===== config.mk =====
export PLATFORM = sky130hd
export DESIGN_NAME = cef_back
export DESIGN_NICKNAME = d
export VERILOG_FILES = /design/src/rtl/cef_pkg.sv /design/src/rtl/cef_back.sv
export SDC_FILE = /design/constraint.sdc
export NUM_CORES = 2
export LEC_CHECK = 0
export BUFFER_PORTS_ARGS = -buffer_cell sky130_fd_sc_hd__buf_4
export CAP_MARGIN = 30
export CELL_PAD_IN_SITES_DETAIL_PLACEMENT = 1
export CELL_PAD_IN_SITES_GLOBAL_PLACEMENT = 1
export CORE_MARGIN = 2
export CORE_UTILIZATION = 45
export DETAILED_ROUTE_END_ITERATION = 10
export GPL_ROUTABILITY_DRIVEN = 0
export PLACE_DENSITY = 0.83
export SLEW_MARGIN = 20
export SYNTH_ARGS = -nofsm -noshare
export SYNTH_HDL_FRONTEND = slang
export SYNTH_SLANG_ARGS = --single-unit

===== constraint.sdc =====
create_clock -name clk_i -period 16.33 [get_ports clk_i]
set_clock_uncertainty 0.2 [all_clocks]
set_input_delay 0.8165 -clock clk_i [delete_from_list [all_inputs] [get_ports clk_i]]
set_output_delay 0.8165 -clock clk_i [all_outputs]
set_load 0.05 [all_outputs]

===== src/rtl/cef_pkg.sv =====
`default_nettype none
// ----------------------------------------------------------------------------
// cef_pkg
// Shared types, constants and kernel tables of the 3x3 edge/emboss filter.
// ----------------------------------------------------------------------------
package cef_pkg;

  localparam int MAX_WIDTH = 2048;
  localparam int COL_W     = $clog2(MAX_WIDTH);
  localparam int ROW_W     = 16;
  localparam int WID_W     = 12;
  localparam int MODE_W    = 2;
  localparam int RGB_W     = 24;
  localparam int TAPS      = 9;
  localparam int SUM_W     = 13;
  localparam int CFG_IDX_W = 2;
  localparam int CFG_DAT_W = 16;

  localparam logic [CFG_IDX_W-1:0] CFG_FILTER_MODE  = 2'd0;
  localparam logic [CFG_IDX_W-1:0] CFG_IMAGE_WIDTH  = 2'd1;
  localparam logic [CFG_IDX_W-1:0] CFG_IMAGE_HEIGHT = 2'd2;

  localparam logic [WID_W-1:0] WIDTH_RST  = WID_W'(MAX_WIDTH);
  localparam logic [ROW_W-1:0] HEIGHT_RST = 16'd2048;
  localparam logic [7:0]       ALPHA_OPAQUE = 8'hFF;

  // weight of tap dx*3+dy, one row per mode; the unused mode is all zero
  localparam logic signed [4:0] KERNEL [4][TAPS] = '{
    '{5'sd0,  5'sd0,  5'sd0,  -5'sd1, 5'sd1,  5'sd0,  5'sd0,  5'sd0,  5'sd0},
    '{-5'sd1, -5'sd1, -5'sd1, -5'sd1, 5'sd8,  -5'sd1, -5'sd1, -5'sd1, -5'sd1},
    '{-5'sd2, -5'sd1, 5'sd0,  -5'sd1, 5'sd1,  5'sd1,  5'sd0,  5'sd1,  5'sd2},
    '{5'sd0,  5'sd0,  5'sd0,  5'sd0,  5'sd0,  5'sd0,  5'sd0,  5'sd0,  5'sd0}
  };

  typedef struct packed {
    logic [MODE_W-1:0] mode;
    logic [WID_W-1:0]  width;
    logic [ROW_W-1:0]  height;
  } cfg_t;

  typedef struct packed {
    logic [MODE_W-1:0]          mode;
    logic [TAPS-1:0][RGB_W-1:0] taps;
    logic [COL_W-1:0]           x;
    logic [ROW_W-1:0]           y;
    logic                       last;
  } work_t;

  function automatic logic signed [SUM_W-1:0] mul_tap(logic signed [4:0] w, logic [7:0] v);
    logic signed [SUM_W-1:0]   we;
    logic signed [SUM_W-1:0]   ve;
    logic signed [2*SUM_W-1:0] p;
    we = {{(SUM_W-5){w[4]}}, w};
    ve = {{(SUM_W-8){1'b0}}, v};
    p  = we * ve;
    return p[SUM_W-1:0];
  endfunction

endpackage
`default_nettype wire


===== src/rtl/cef_back.sv =====
`default_nettype none
// ----------------------------------------------------------------------------
// cef_back
// Kernel arithmetic: column partial sums, final sum, clamp and output beat.
// ----------------------------------------------------------------------------
module cef_back import cef_pkg::*; (
  input  wire logic        clk_i,
  input  wire logic        rst_ni,
  input  wire logic        q_valid_i,
  input  wire work_t       q_data_i,
  output logic             q_pop_o,
  output logic             out_valid_o,
  input  wire logic        out_ready_i,
  output logic [31:0]      out_argb_o,
  output logic [COL_W-1:0] out_x_o,
  output logic [ROW_W-1:0] out_y_o,
  output logic             out_last_o
);

  typedef struct packed {
    logic [2:0][2:0][SUM_W-1:0] part;  // [channel][dx]
    logic [COL_W-1:0]           x;
    logic [ROW_W-1:0]           y;
    logic                       last;
  } stage_t;

  logic   s1_valid_q, s1_valid_d;
  stage_t s1_q, s1_d;
  logic   out_valid_q, out_valid_d;
  logic   out_adv;
  logic   s1_take;
  logic [23:0] rgb;
  logic [31:0] argb_q;
  logic [COL_W-1:0] x_q;
  logic [ROW_W-1:0] y_q;
  logic             last_q;

  assign out_adv = ~out_valid_q | out_ready_i;
  assign s1_take = ~s1_valid_q | out_adv;
  assign q_pop_o = q_valid_i & s1_take;

  always_comb begin
    logic signed [SUM_W-1:0] acc;
    s1_d      = s1_q;
    s1_d.x    = q_data_i.x;
    s1_d.y    = q_data_i.y;
    s1_d.last = q_data_i.last;
    for (int ch = 0; ch < 3; ch++) begin
      for (int dx = 0; dx < 3; dx++) begin
        acc = '0;
        for (int dy = 0; dy < 3; dy++) begin
          acc = acc + mul_tap(KERNEL[q_data_i.mode][dx*3 + dy],
                              q_data_i.taps[dx*3 + dy][ch*8 +: 8]);
        end
        s1_d.part[ch][dx] = acc;
      end
    end
  end

  always_comb begin
    logic signed [SUM_W-1:0] tot;
    rgb = '0;
    for (int ch = 0; ch < 3; ch++) begin
      tot = $signed(s1_q.part[ch][0]) + $signed(s1_q.part[ch][1]) +
            $signed(s1_q.part[ch][2]);
      if (tot[SUM_W-1]) begin
        rgb[ch*8 +: 8] = 8'd0;
      end else if (tot > SUM_W'(255)) begin
        rgb[ch*8 +: 8] = 8'hFF;
      end else begin
        rgb[ch*8 +: 8] = tot[7:0];
      end
    end
  end

  always_comb begin
    s1_valid_d  = s1_take ? q_valid_i : s1_valid_q;
    out_valid_d = out_adv ? s1_valid_q : out_valid_q;
  end

  always_ff @(posedge clk_i or negedge rst_ni) begin
    if (!rst_ni) begin
      s1_valid_q  <= 1'b0;
      out_valid_q <= 1'b0;
    end else begin
      s1_valid_q  <= s1_valid_d;
      out_valid_q <= out_valid_d;
    end
  end

  always_ff @(posedge clk_i) begin
    if (q_pop_o) begin
      s1_q <= s1_d;
    end
    if (out_adv && s1_valid_q) begin
      argb_q <= {ALPHA_OPAQUE, rgb};
      x_q    <= s1_q.x;
      y_q    <= s1_q.y;
      last_q <= s1_q.last;
    end
  end

  assign out_valid_o = out_valid_q;
  assign out_argb_o  = argb_q;
  assign out_x_o     = x_q;
  assign out_y_o     = y_q;
  assign out_last_o  = last_q;

endmodule
`default_nettype wire


; ---- Word level (Yosys, flattened, before mapping)
; Index checks and enable logic that the tools add are counted.
[word_totals]
reg_bits = 199
in_bits = 250
wordCells = 88
[op_classes]
add_sub_neg = 24
mul = 27
magnitude_cmp = 4
n_mux = 6
n_bitwise = 6
reduce_logical = 1
[op_table]
columns = cell, count
row1 = multiplier 5 x 9 -> 13 bit, 27
row2 = adder 13 bit, 24
row3 = binary-select mux 45 bit (select 2 bit), 1
row4 = two-way mux 45 bit, 2
row5 = > comparator 13 x 9 -> 1 bit (second input constant), 3
row6 = two-way mux 8 bit, 3
row7 = greater-or-equal comparator 3 bit (second input constant), 1
row8 = inverter 2 -> 3 bit, 1
row9 = inverter 1 bit, 2
row10 = bitwise OR 1 bit, 2
row11 = AND 1 bit, 1
row12 = logical AND 1 bit, 1

; ---- Logic depth before layout (Yosys ltp)
[logic_depth]
ltp_word = 7
ltp_mapped = 27
depth_no_buf = 25

; ---- Worst setup path after synthesis
; OpenSTA, ideal clock, no wires.
[synth_path]
path_type = input port to flip-flop
startpoint = in out_ready_i
endpoint = reg s1_q[0] (netlist name), enable pin
setup_time_ns = 0.925
t_arrival_ns = 12.380
required_time_ns = 15.205
path_slack_ns = 2.825
path_stages = 2
path_buffers = 0
cell_sequence = nor2b_1 -> a21boi_0
[synth_between]
elab_chain_len = 3
[synth_rtl]
columns = element, line
row1 = start: declaration, cef_back.sv:13  ; input wire logic out_ready_i,
row2 = bitwise OR 1 bit, cef_back.sv:38  ; assign out_adv = ~out_valid_q | out_ready_i;
row3 = bitwise OR 1 bit, cef_back.sv:39  ; assign s1_take = ~s1_valid_q | out_adv;
row4 = AND 1 bit, cef_back.sv:40  ; assign q_pop_o = q_valid_i & s1_take;
row5 = named net q_pop_o, cef_back.sv:11  ; output logic q_pop_o,
row6 = end signal: assignment, cef_back.sv:93  ; s1_q <= s1_d;
row7 = end: declaration, cef_back.sv:28  ; stage_t s1_q, s1_d;
; The timed path passes the listed nets, and every way through them passes these cells.
; A chain may end at the register's enable or synchronous reset.

==> metrics.md <==
| Metric | Value |
|---|---|
| CP arrival | `8.02 ns` |
| Cells after Synth | `slightly below 4,000` |
| Layout cells sized above 1 | `0.0893` |
| Fin crit period | `roughly 8 ns` |
| Rows | `~110` |
| Worst Tran Pin Value | `between 1 and 1.5 ns` |
| Hold slack | `about 0.22 ns` |
| Vias/cell | `approximately 5.0` |
| Initial Utilization | `0.452` |
| Die height | `301 um` |
| Ranking of synthesized cells by area | `fa_1, ha_1, edfxtp_1` |
| Syn_area_per_cell | `between 10 and 15 sq um` |
| Max Slew Vio Count | `0` |
| Kind of critical path | `in -> reg` |
| Synth-to-layout area growth | `10.5%` |
| Peak VDD IR | `~0.00018 V` |
| Asr flop ratio synth | `0.0101` |
| Final period util | `0.488` |
| Grt total ovfl | `0` |
| Die Width | `about 300 um` |
| CTS Root Buffer Type | `clkbuf_16` |
| Max Cap Viol | `0` |
| Worst reg2reg path startpoint | `s1_q[68]` |
| Overall Global Routing Usage | `0.244` |
| Synth Warn # | `0` |
| IO buf count | `just over 300` |
| Clock Path Buffers | `2` |
| Unrepaired setup endpoints after global routing | `false` |
| Outcome | `finished clean` |
| Post-DR wirelength/cell | `19.6 um` |
| Final hold vios | `0` |
| Post-Syn Area | `roughly 0.040 sq mm` |
| Final ANT Viol Nets | `0` |
| First-pass GRT wire length | `between 150,000 and 200,000 um` |
| Leakage | `roughly 23 nW` |
| Post-CTS setup buffer count | `0` |
| Startpoint types | `input pin` |
| Cell Pwr Density | `~230 mW/mm^2` |
| Yosys cell types | `67` |
| Worst slew margin | `0.317` |
| Clk pin slew, worst setup/hold paths | `approximately 0.080 ns` |
| Synth area leader | `fa_1` |
| Vias | `26,500` |
| Synthesized flop and latch total | `199` |
| Min-delay src | `s1_q[12]` |
| Final HPWL DP | `between 90,000 and 100,000 um` |
| Crit path capture type | `register` |
| Peak Freq | `~130 MHz` |
| Post-route setup TNS | `0 ns` |
| Min-delay worst type | `reg -> reg` |
| H-tree depth | `4` |
| Post-synthesis sequential area ratio | `0.150` |
| CTS sink cnt | `199` |
| Setup Viol. Count Final | `0` |
| Crit. Startpoint | `q_data_i[245]` |
| Total core area | `between 0.08 and 0.09 sq mm` |
| Peak fanout along the critical path | `64` |
| Synth top area share | `0.408` |
| Resized cells post-CTS | `0` |
| Iter 0 DRT Violations | `959` |
| Largest net degree at the start of global routing | `146` |
| Total wire length | `about 100,000 um` |
| Total area of sequential cells | `just under 0.006 sq mm` |
| Vias in the first global route | `31,700` |
| DRT Pass-1 Iters | `4` |
| Filler instances | `a little under 10,000` |
| Hold buffers post-CTS | `1` |
| Io pins | `312` |
| Area of the multi-input gates | `just under 0.03 sq mm` |
| EDFF count, synth | `roughly 200` |
| Ys flop type | `edfxtp_1` |
| Die Footprint | `around 0.091 sq mm` |
| Worst EP required | `roughly 16 ns` |
| Cts bufs inserted | `17` |
| DR DRC count | `0` |
| Initial antenna violation count | `11` |
| Total Nets Final | `between 5,000 and 6,000` |
| Worst skew pair latency | `between 0.5 and 0.6 ns` |
| CTS tree | `yes` |
## placed cells by master (no fill, tap or decap), types with 8 or more instances in the layout
cell type     n
nand2_1     155
conb_1        8
xor2_1       46
buf_4       313
fa_1        812
a21o_1       38
nor2_1      196
o41ai_1       8
and2_1      163
ha_1        501
a21oi_1      78
clkbuf_16    17
o21a_1       25
nand2b_1     74
o21ai_0      37
inv_1      1167
edfxtp_1    197
xnor2_1     133
nor3_1       18
nor2b_1      49
## cell families after synthesis
logic type / count (synthesis) / share of synthesized area
adder cells (fa/ha/maj): 1316 / 0.567
XOR/XNOR: 181 / 0.0400
buffers and inverters: 1240 / 0.119
other: 1 / 0.0000942
multiplexers: 3 / 0.000755
flip-flops: 199 / 0.150
AO/OA/AOI/OAI: 232 / 0.0379
AND/OR/NAND/NOR: 686 / 0.0856
## cells in the mapped netlist (18+ instances only)
library cell	number
nor2b_1	49
and2_1	164
inv_1	1167
nor3_1	18
o21a_1	25
clkbuf_1	58
nand2b_1	74
o21ai_0	37
xor2_1	47
a21o_1	38
ha_1	504
edfxtp_1	197
xnor2_1	133
nand2_1	155
a21oi_1	78
fa_1	812
nor2_1	197
## stage by stage
stage               total power [W]  setup slack [ns]  utilization  cell area, sq um  cells
global route                 0.0112              7.98        0.500             44000   5310
global placement            0.00917              8.02        0.493             43400   5273
finish                       0.0100              8.36        0.500             44000   5310
CTS                          0.0102              8.35        0.500             43900   5306
detailed placement          0.00963              7.82        0.493             43400   5273
floorplan                   0.00738              2.82            -             39800   3865
## sequential cells by signal (all words and copies together), names as in the netlist
| signal | flops |
|---|---|
| out_valid_o | 1 |
| out_x_o | 11 |
| out_last_o | 1 |
| out_argb_o | 24 |
| s1_valid_q | 1 |
| s1_q | 145 |
| out_y_o | 16 |
## layer usage
layer / up-vias / GRT usage / wire, um
li1: 12000 / - / -
met1: 13900 / 0.300 / 42300
met2: 472 / 0.445 / 55100
met3: 154 / 0.0329 / 4110
met4: 18 / 0.0711 / 2690
met5: - / 0 / 114
## final cells by class
type,count,area share
multi-input cells,2426,0.664
clock inverters,13,0.00307
clock buffers,19,0.00984
inverters,1169,0.0998
repair buffers,317,0.0548
well taps,1165,0.0331
flip-flops and latches,199,0.136
diodes,2,0.000114
## power breakdown
| part | total (W) | switching, W | internal (W) |
|---|---|---|---|
| Combinational | 0.00827 | 0.00476 | 0.00350 |
| Sequential | 0.00134 | 0.000123 | 0.00122 |
| Clock | 0.000431 | 0.000228 | 0.000202 |
| Total | 0.0100 | 0.00511 | 0.00492 |
## path summary, 6_finish.rpt
| path | cells after the start | endpoint | slack (ns) |
|---|---|---|---|
| setup / recovery | 23 | s1_q[66] | 8.36 |
| hold / removal | 0 | out_y_o[11] | 0.22 |
| setup reg to reg | 10 | out_argb_o[8] | 12.28 |
| hold reg to reg | 0 | out_y_o[11] | 0.22 |
| max in group asynchronous | 2 | out_valid_o | 15.41 |
| min in group asynchronous | 2 | s1_valid_q | 0.43 |
## worst max-delay path, stage by stage
cell and delay (ns):
buf_4 0.13, inv_1 0.15, ha_4 0.34, buf_4 0.61
buf_4 0.54, nand2_1 0.31, fa_1 0.57, fa_1 0.52
fa_1 0.53, inv_1 0.06, fa_1 0.49, fa_1 0.49
inv_1 0.05, fa_1 0.53, inv_1 0.06, ha_1 0.27
a21o_1 0.16, a21oi_1 0.23, nor2b_1 0.08, o21a_1 0.19
o41ai_1 0.41, o21ai_0 0.22, xnor2_1 0.17
(Power assumes the default switching activity.)
