**src/rtl/cef_pkg.sv**
```systemverilog
`default_nettype none
// ----------------------------------------------------------------------------
// cef_pkg
// Shared types, constants and kernel tables of the 3x3 edge/emboss filter.
// ----------------------------------------------------------------------------
package cef_pkg;

  localparam int MAX_WIDTH = 2048;
  localparam int COL_W     = $clog2(MAX_WIDTH);
  localparam int ROW_W     = 16;
  localparam int WID_W     = 12;
  localparam int MODE_W    = 2;
  localparam int RGB_W     = 24;
  localparam int TAPS      = 9;
  localparam int SUM_W     = 13;
  localparam int CFG_IDX_W = 2;
  localparam int CFG_DAT_W = 16;

  localparam logic [CFG_IDX_W-1:0] CFG_FILTER_MODE  = 2'd0;
  localparam logic [CFG_IDX_W-1:0] CFG_IMAGE_WIDTH  = 2'd1;
  localparam logic [CFG_IDX_W-1:0] CFG_IMAGE_HEIGHT = 2'd2;

  localparam logic [WID_W-1:0] WIDTH_RST  = WID_W'(MAX_WIDTH);
  localparam logic [ROW_W-1:0] HEIGHT_RST = 16'd2048;
  localparam logic [7:0]       ALPHA_OPAQUE = 8'hFF;

  // weight of tap dx*3+dy, one row per mode; the unused mode is all zero
  localparam logic signed [4:0] KERNEL [4][TAPS] = '{
    '{5'sd0,  5'sd0,  5'sd0,  -5'sd1, 5'sd1,  5'sd0,  5'sd0,  5'sd0,  5'sd0},
    '{-5'sd1, -5'sd1, -5'sd1, -5'sd1, 5'sd8,  -5'sd1, -5'sd1, -5'sd1, -5'sd1},
    '{-5'sd2, -5'sd1, 5'sd0,  -5'sd1, 5'sd1,  5'sd1,  5'sd0,  5'sd1,  5'sd2},
    '{5'sd0,  5'sd0,  5'sd0,  5'sd0,  5'sd0,  5'sd0,  5'sd0,  5'sd0,  5'sd0}
  };

  typedef struct packed {
    logic [MODE_W-1:0] mode;
    logic [WID_W-1:0]  width;
    logic [ROW_W-1:0]  height;
  } cfg_t;

  typedef struct packed {
    logic [MODE_W-1:0]          mode;
    logic [TAPS-1:0][RGB_W-1:0] taps;
    logic [COL_W-1:0]           x;
    logic [ROW_W-1:0]           y;
    logic                       last;
  } work_t;

  function automatic logic signed [SUM_W-1:0] mul_tap(logic signed [4:0] w, logic [7:0] v);
    logic signed [SUM_W-1:0]   we;
    logic signed [SUM_W-1:0]   ve;
    logic signed [2*SUM_W-1:0] p;
    we = {{(SUM_W-5){w[4]}}, w};
    ve = {{(SUM_W-8){1'b0}}, v};
    p  = we * ve;
    return p[SUM_W-1:0];
  endfunction

endpackage
`default_nettype wire

```
**src/rtl/cef_queue.sv**
```systemverilog
`default_nettype none
// ----------------------------------------------------------------------------
// cef_queue
// Two-entry queue of window beats between intake and arithmetic.
// ----------------------------------------------------------------------------
module cef_queue import cef_pkg::*; (
  input  wire logic  clk_i,
  input  wire logic  rst_ni,
  input  wire logic  push_i,
  input  wire work_t data_i,
  output logic       ready_o,
  output logic       valid_o,
  output work_t      data_o,
  input  wire logic  pop_i
);

  work_t      slot_q [2];
  logic       wr_ptr_q, wr_ptr_d;
  logic       rd_ptr_q, rd_ptr_d;
  logic [1:0] count_q, count_d;
  logic       do_pop;

  assign ready_o = (count_q != 2'd2);
  assign valid_o = (count_q != 2'd0);
  assign data_o  = slot_q[rd_ptr_q];
  assign do_pop  = pop_i & valid_o;

  always_comb begin
    wr_ptr_d = wr_ptr_q ^ push_i;
    rd_ptr_d = rd_ptr_q ^ do_pop;
    count_d  = count_q + 2'(push_i) - 2'(do_pop);
  end

  always_ff @(posedge clk_i or negedge rst_ni) begin
    if (!rst_ni) begin
      wr_ptr_q <= 1'b0;
      rd_ptr_q <= 1'b0;
      count_q  <= '0;
    end else begin
      wr_ptr_q <= wr_ptr_d;
      rd_ptr_q <= rd_ptr_d;
      count_q  <= count_d;
    end
  end

  always_ff @(posedge clk_i) begin
    if (push_i) begin
      slot_q[wr_ptr_q] <= data_i;
    end
  end

endmodule
`default_nettype wire

```
**config.mk**
```make
export PLATFORM = sky130hd
export DESIGN_NAME = cef_queue
export DESIGN_NICKNAME = d
export VERILOG_FILES = /design/src/rtl/cef_pkg.sv /design/src/rtl/cef_queue.sv
export SDC_FILE = /design/constraint.sdc
export NUM_CORES = 1
export LEC_CHECK = 0
export ABC_AREA = 1
export BUFFER_PORTS_ARGS = -buffer_cell sky130_fd_sc_hd__buf_2
export CAP_MARGIN = 20
export CELL_PAD_IN_SITES_DETAIL_PLACEMENT = 0
export CELL_PAD_IN_SITES_GLOBAL_PLACEMENT = 1
export CORE_MARGIN = 4
export CORE_UTILIZATION = 38
export DETAILED_ROUTE_END_ITERATION = 16
export PLACE_DENSITY_LB_ADDON = 0.05
export SKIP_CTS_REPAIR_TIMING = 1
export SKIP_LAST_GASP = 1
export SYNTH_ARGS = -nofsm -noshare
export SYNTH_HDL_FRONTEND = slang
export SYNTH_SLANG_ARGS = --single-unit
```
**constraint.sdc**
```tcl
create_clock -name clk_i -period 7.09 [get_ports clk_i]
set_input_delay 0.3545 -clock clk_i [delete_from_list [all_inputs] [get_ports clk_i]]
set_output_delay 0.3545 -clock clk_i [all_outputs]
set_load 0.01 [all_outputs]
```
Word level (Yosys, flattened, before mapping)
Memory sizes are Yosys's and may differ from the RTL's.
Index checks and enable logic that the tools add are counted.
- memory bits (writable): 492
- bits in read-only memories: 0
- memories: 1
- logic and storage cells: 13
- register bits: 4
- input bits: 250
- bits in latches: 0
- bitwise logic cells: 3
- shifts and indexed selects: 0
- $mul: 0
- div/mod/pow operators: 0
- $lt $le $gt $ge: 0
- equality and inequality tests: 1
- reductions and logical operators: 1
- mux-type cells: 2
- add/sub/neg operators: 2
- memories (name ; depth ; width ; read ports ; clocked after memory_dff ; wr ports ; line ; source):
    slot_q ; 2 ; 246 ; 1 ; 0 ; 1 ; cef_queue.sv:17 ; work_t slot_q [2];
- operators by type and width (kind ; number):
    adder 2 x 1 -> 2 bit ; 1
    two-way mux 1 bit ; 2
    != test 2 bit, second input constant ; 1
    nonzero test 2 bit ; 1
    subtractor 2 x 1 -> 2 bit ; 1
    XOR 1 bit ; 2
    AND 1 bit ; 1

Depth between registers and ports, before layout
Gate-level depths: netlist (run 1).
- depth after elaboration: 3
- gate-level depth with buffers: 10
- gate-level depth less buffers: 10

Worst setup path before layout (run 1)
Ideal clock, no wire load.
- path type: register -> register
- start point: reg wr_ptr_q
- end point: mem slot_q[0][0] in the netlist's numbering, enable pin
- setup slack: 0.376 ns
- buffers on the path: 0
- setup time: 0.639 ns
- period minus slack after synthesis: 6.714 ns
- data required time: 6.451 ns
- arrival: 6.075 ns
- stages on the path, launching flop included: 3
- path through: dfrtp_1 -> inv_1 -> ha_1
- RTL lines (what ; line ; source):
    start, declared ; cef_queue.sv:18 ; logic wr_ptr_q, wr_ptr_d;
    start signal, assigned ; cef_queue.sv:40 ; wr_ptr_q <= wr_ptr_d;
    end, declared ; cef_queue.sv:17 ;
No word-level cell before the write port.

==> flow_summary.yaml, run 1 <==
worst_setup_path:
  rr_worst_depth: 3
  required_ps: 6740
  worstReg2RegStart: "wr_ptr_q"
  end_kind: "output pin"
  worstSetupPathType: "reg -> out"
  startpoint_type: "flop"
  worstPathArrival_ps: 3600
  crit_fanout: 110
  ff2ff_setup_slack_ps: 4830
  reg2reg_to: "slot_q[0][83]"
synth:
  yosys.area_share.simple_pct: 15.4
  synth_top_family_by_area: "simple AND/OR/NAND/NOR gates"
  yosys_register_bits: 496
  synth.avg_cell_area_um2: 13.9
  post_synth_instance_area_mm2: 0.0182
  yosys.area.top_type: "edfxtp_1"
  ys_types: 11
  ys_top_cells_by_area: "edfxtp_1 (81%), nand2_1 (15%), buf_6 (1.7%)"
  muxShareOfSynthArea_pct: 0
  ys.warnings.count: 0
  synthXorXnorAreaFrac_pct: 0
  synth.yosys.seq_area_share_pct: 81.5
  synth_compound_area_share_pct: 0
  synth_fa_ha_area_share_pct: 0.274
  yosysTopAreaCellShare_pct: 81.0
  netlist_instances: 1314
  synth_fp_nets: 1568
timing:
  postLayoutSetupSlackWorst_ps: 3140
  hold_viol_final: 0
  fin_setup_tns_ps: 0
  slew_headroom_pct: 26.9
  tightestPinTransition_ps: 1100
  holdWs_ps: 27.0
  finalCritPeriodShare_pct: 55.8
  fmaxAchievable_mhz: 253
  fin_skew_ps: 8.51
  period_minus_slack_ps: 3950
  finalSetupViolations: 0
  grt_setup_unrepaired: "false"
  maxSlewViolCount: 0
route:
  drc: 0
  antenna_left: 0
  drt-pass1-iter-count: 4
  drtIter0Drc: 630
  drt-total-wl_um: 50000
  wl_per_cell_um: 18.3
  vias: 12200
  viasPerCell: 4.49
pwr:
  peakVddDrop_uv: 349
  p_per_area_mw_per_mm2: 379
  power.leakage_uw: 0.0107
clock_network:
  cts.clk_slew.worst_paths_ps: 50
  htreeDepth: 2
  clockBufferDepth: 3
  ctsRootBufferMaster: "clkbuf_16"
  cts.sinks: 496
  insertion_delay_ps: 570
  cts_tree: "yes"
  numCtsBuffers: 53
grt:
  grt_first_pass_wirelength_um: 69000
  antenna_found_initial: 9
  grt_max_degree: 189
  grt_pass1_vias: 11200
  grt_overflow: 0
  track_usage_pct: 18.0
min_path:
  min_path_cells: 3
  hp-start: "pop_i"
  hold_end: "rd_ptr_q"
  min_path_type: "in -> reg"
placed_design:
  io_buffers: 497
  placed_area_mm2: 0.0212
  place.gp.congestion: 0.804
  post-dp-hpwl_um: 32100
  place_ws_ps: 3650
die:
  dieArea_mm2: 0.0516
  rows: 80
  io_pins: 498
  die_x_um: 227
  die_h_um: 227
  core_area_mm2: 0.0476
  initial_core_util_pct: 38.3
final_layout:
  final_cell_area_mm2: 0.0252
  finalNetCount: 2321
  drive_gt1_share_pct: 27.0
  syn2layout_area_growth_pct: 37.9
run:
  drv_cap: 0
outcome:
  status: "completed"
[Yosys cell counts]
master    instances
buf_8             1
nand3_1           2
buf_2            22
inv_1             8
inv_4             1
ha_1              4
buf_4             4
nand2_1         748
buf_6            28
edfxtp_1        492
dfrtp_1           4
[sequential cells by signal, indices dropped and copies added (netlist names)]
register	count
count_q	2
rd_ptr_q	1
wr_ptr_q	1
slot_q	492
[cell families after synthesis]
| family | count (synthesis) |
|---|---|
| adders and majority gates | 4 |
| buffers and inverters | 64 |
| DFF | 496 |
| and+or+nand+nor | 750 |
[where the power goes]
part           switching, uW  total (uW)  internal, uW
clock                   1030        2400          1370
combinational           2060        3050           993
sequential               182        4080          3900
[critical path, cell delays in order (launching register included)]
cell and delay, ps:
dfrtp_4 780, inv_8 410, buf_16 430, buf_4 750, nand2_1 100, nand2_1 170
buf_2 160
[cell usage in the layout, fill, tap and decap left out, drive strengths merged]
cell type,instances
buf,506
clkbuf,78
clkinv,11
clkinvlp,1
dfrtp,4
diode,9
dlygate4sd3,247
edfxtp,492
ha,4
inv,9
nand2,748
nand3,2
[metrics by stage]
step	total power [uW]	util (%)	instances
2_1_floorplan	5990	-	1314
3_3_place_gp	7130	44.4	2378
3_5_place_dp	7150	44.4	2379
4_1_cts	9580	47.5	2469
5_1_grt	10100	52.8	2723
6_report	9530	52.8	2726
[how the worst max path moves through the flow]
stage | from | end | slack, ps
finish | rd_ptr_q | data_o[97] | 3140
global route | rd_ptr_q | data_o[96] | 2840
CTS | rd_ptr_q | data_o[96] | 3000
detailed placement | rd_ptr_q | data_o[96] | 3650
global placement | rd_ptr_q | data_o[96] | 3650
floorplan | wr_ptr_q | slot_q[0][0] | 380
[final cells by class]
type,count,area [um2]
multi-input combinational,754,2890
fill,4213,22500
antenna,9,22.5
inverter,9,41.3
tap,615,769
timing repair buffer,753,5090
sequential,496,14900
clock buffer,78,1420
clock inverter,12,53.8
[per-layer routing]
layer / wire [um] / global-route usage [%] / share of wire (%) / vias to the layer above
li1: - / - / - / 5959
met3: 4450 / 8.50 / 8.9 / 65
met2: 24700 / 29.7 / 49 / 381
met1: 19800 / 21.1 / 40 / 5840
met4: 1030 / 5.78 / 2.1 / 2
met5: 13 / 0 / 0.026 / -
Power figures use the tool's default switching activity.
==> inputs of run 2 (changes only) <==
- clock period: 7.09 -> 3.4 ns (I/O delays scaled with it)
==> flow_summary.yaml, run 2 (synthesis gave the netlist of run 1 again) <==
timing:
  tightestPinTransition_ps: 805
  holdWs_ps: 308
  grt_setup_unrepaired: "false"
  postLayoutSetupSlackWorst_ps: 979
  finalCritPeriodShare_pct: 71.2
  finalSetupViolations: 0
  fin_skew_ps: 19.1
  slew_headroom_pct: 46.3
  maxSlewViolCount: 0
  period_minus_slack_ps: 2420
  fmaxAchievable_mhz: 413
  hold_viol_final: 0
  fin_setup_tns_ps: 0
worst_setup_path:
  worstSetupPathType: "reg -> out"
  path_buf_inv: 3
  end_kind: "output pin"
  max_stage_delay_ps: 520
  worstPathArrival_ps: 2250
  startpoint_type: "flop"
  crit_fanout: 79
  crit_chain: "inv_8, buf_12, nand2_1, nand2_1, buf_2"
  required_ps: 3230
  path_delay_family: "buffers and inverters"
  cp_slowest_cell: "dfrtp_4"
  cpMostUsedCell: "nand2_1"
final_layout:
  final_cell_area_mm2: 0.0254
  layout.cells.non_filler: 2737
  syn2layout_area_growth_pct: 39.1
  largest_reg_flops: 492
  regMostFlops: "slot_q"
  mostFrequentLayoutCell: "nand2_1"
  finalNetCount: 2328
  drive_gt1_share_pct: 27.2
  mostFrequentLayoutCells: "nand2_1 (748), buf_2 (497), edfxtp_1 (492)"
  fillers: 4096
  reg.largest.list: "slot_q x492, count_q x2"
route:
  wl_per_cell_um: 18.2
  viasPerCell: 4.49
  drt-pass1-iter-count: 5
  drc: 0
  drt-total-wl_um: 49800
  antenna_left: 0
  vias: 12300
  drtIter0Drc: 733
clock_network:
  clockBufferDepth: 3
  cts_tree: "yes"
  ctsRootBufferMaster: "clkbuf_16"
  htreeDepth: 2
  insertion_delay_ps: 580
  cts.sinks: 496
  cts.clk_slew.worst_paths_ps: 60
  numCtsBuffers: 53
pwr:
  peakVddDrop_uv: 466
  power.switching_uw: 6920
  p_per_area_mw_per_mm2: 798
  switching_share_pct: 34.2
  internal_power_uw: 13300
  power.leakage_uw: 0.0108
  power_frac_clock_pct: 26.3
  combPwrFrac_pct: 32.4
  p_seq_share_pct: 41.3
placed_design:
  placed_area_mm2: 0.0213
  io_buffers: 497
  place_inst: 2384
  place.gp.congestion: 0.779
  post-dp-hpwl_um: 32600
  place_ws_ps: 1510
die:
  core_area_mm2: 0.0476
  die_h_um: 227
  initial_core_util_pct: 38.3
  io_pins: 498
  die_x_um: 227
  dieArea_mm2: 0.0516
  rows: 80
outcome:
  status: "completed"
grt:
  grt_first_pass_wirelength_um: 69200
  grt_overflow: 0
  grt_pass1_vias: 11200
  grt_max_degree: 142
  track_usage_pct: 18.1
  antenna_found_initial: 8
run:
  drv_cap: 0
min_path:
  min_path_type: "in -> reg"
run 2: changes by cell type in the layout (fill, tap and decap cells not counted), sizes merged, moves of 2 or more:
cell | before | now
buf | 506 | 510
bufinv | 0 | 2
clkinv | 11 | 13
dlygate4sd3 | 247 | 250
run 2: layout make-up:
class	count	area [um2]	share of cell area, %
inverters	9	41.3	0.163
diodes	8	20.0	0.0789
well taps	615	769	3.03
repair buffers	760	5190	20.4
multi-input cells	754	2890	11.4
flip-flops and latches	496	14900	58.6
clock buffers	79	1470	5.78
clock inverters	16	123	0.483
run 2: power by group through the flow:
stage	Sequential, uW	Combinational, uW	Clock (uW)
global route	8460	7290	5770
global placement	8480	6490	0
finish	8370	6560	5330
CTS	8370	6490	5480
detailed placement	8490	6480	0
floorplan	8490	3740	0
run 2: path summary, 6_finish.rpt:
| kind | cells after the start | endpoint | from | slack [ps] |
|---|---|---|---|---|
| min in group asynchronous | 3 | count_q[0] | rst_ni | 550 |
| max in group asynchronous | 3 | rd_ptr_q | rst_ni | 2630 |
| worst max-delay path | 5 | data_o[214] | rd_ptr_q | 980 |
| worst min register to register | 3 | count_q[1] | count_q[1] | 610 |
| worst max register to register | 3 | slot_q[0][105] | wr_ptr_q | 1570 |
| worst min-delay path | 2 | slot_q[0][171] | data_i[171] | 310 |
run 2: layer usage:
layer	part of all wire, %	track usage (%)	vias up
met1	41	22.1	5817
met3	7.8	6.83	66
li1	-	-	5974
met2	49	29.5	422
met4	2.3	6.73	2
met5	0.024	0	-
run 2: per-stage QoR:
step                power [uW]  utilization (%)
floorplan                12200                -
global placement         15000             44.6
detailed placement       15000             44.6
CTS                      20400             48.0
global route             21500             53.3
finish                   20300             53.3
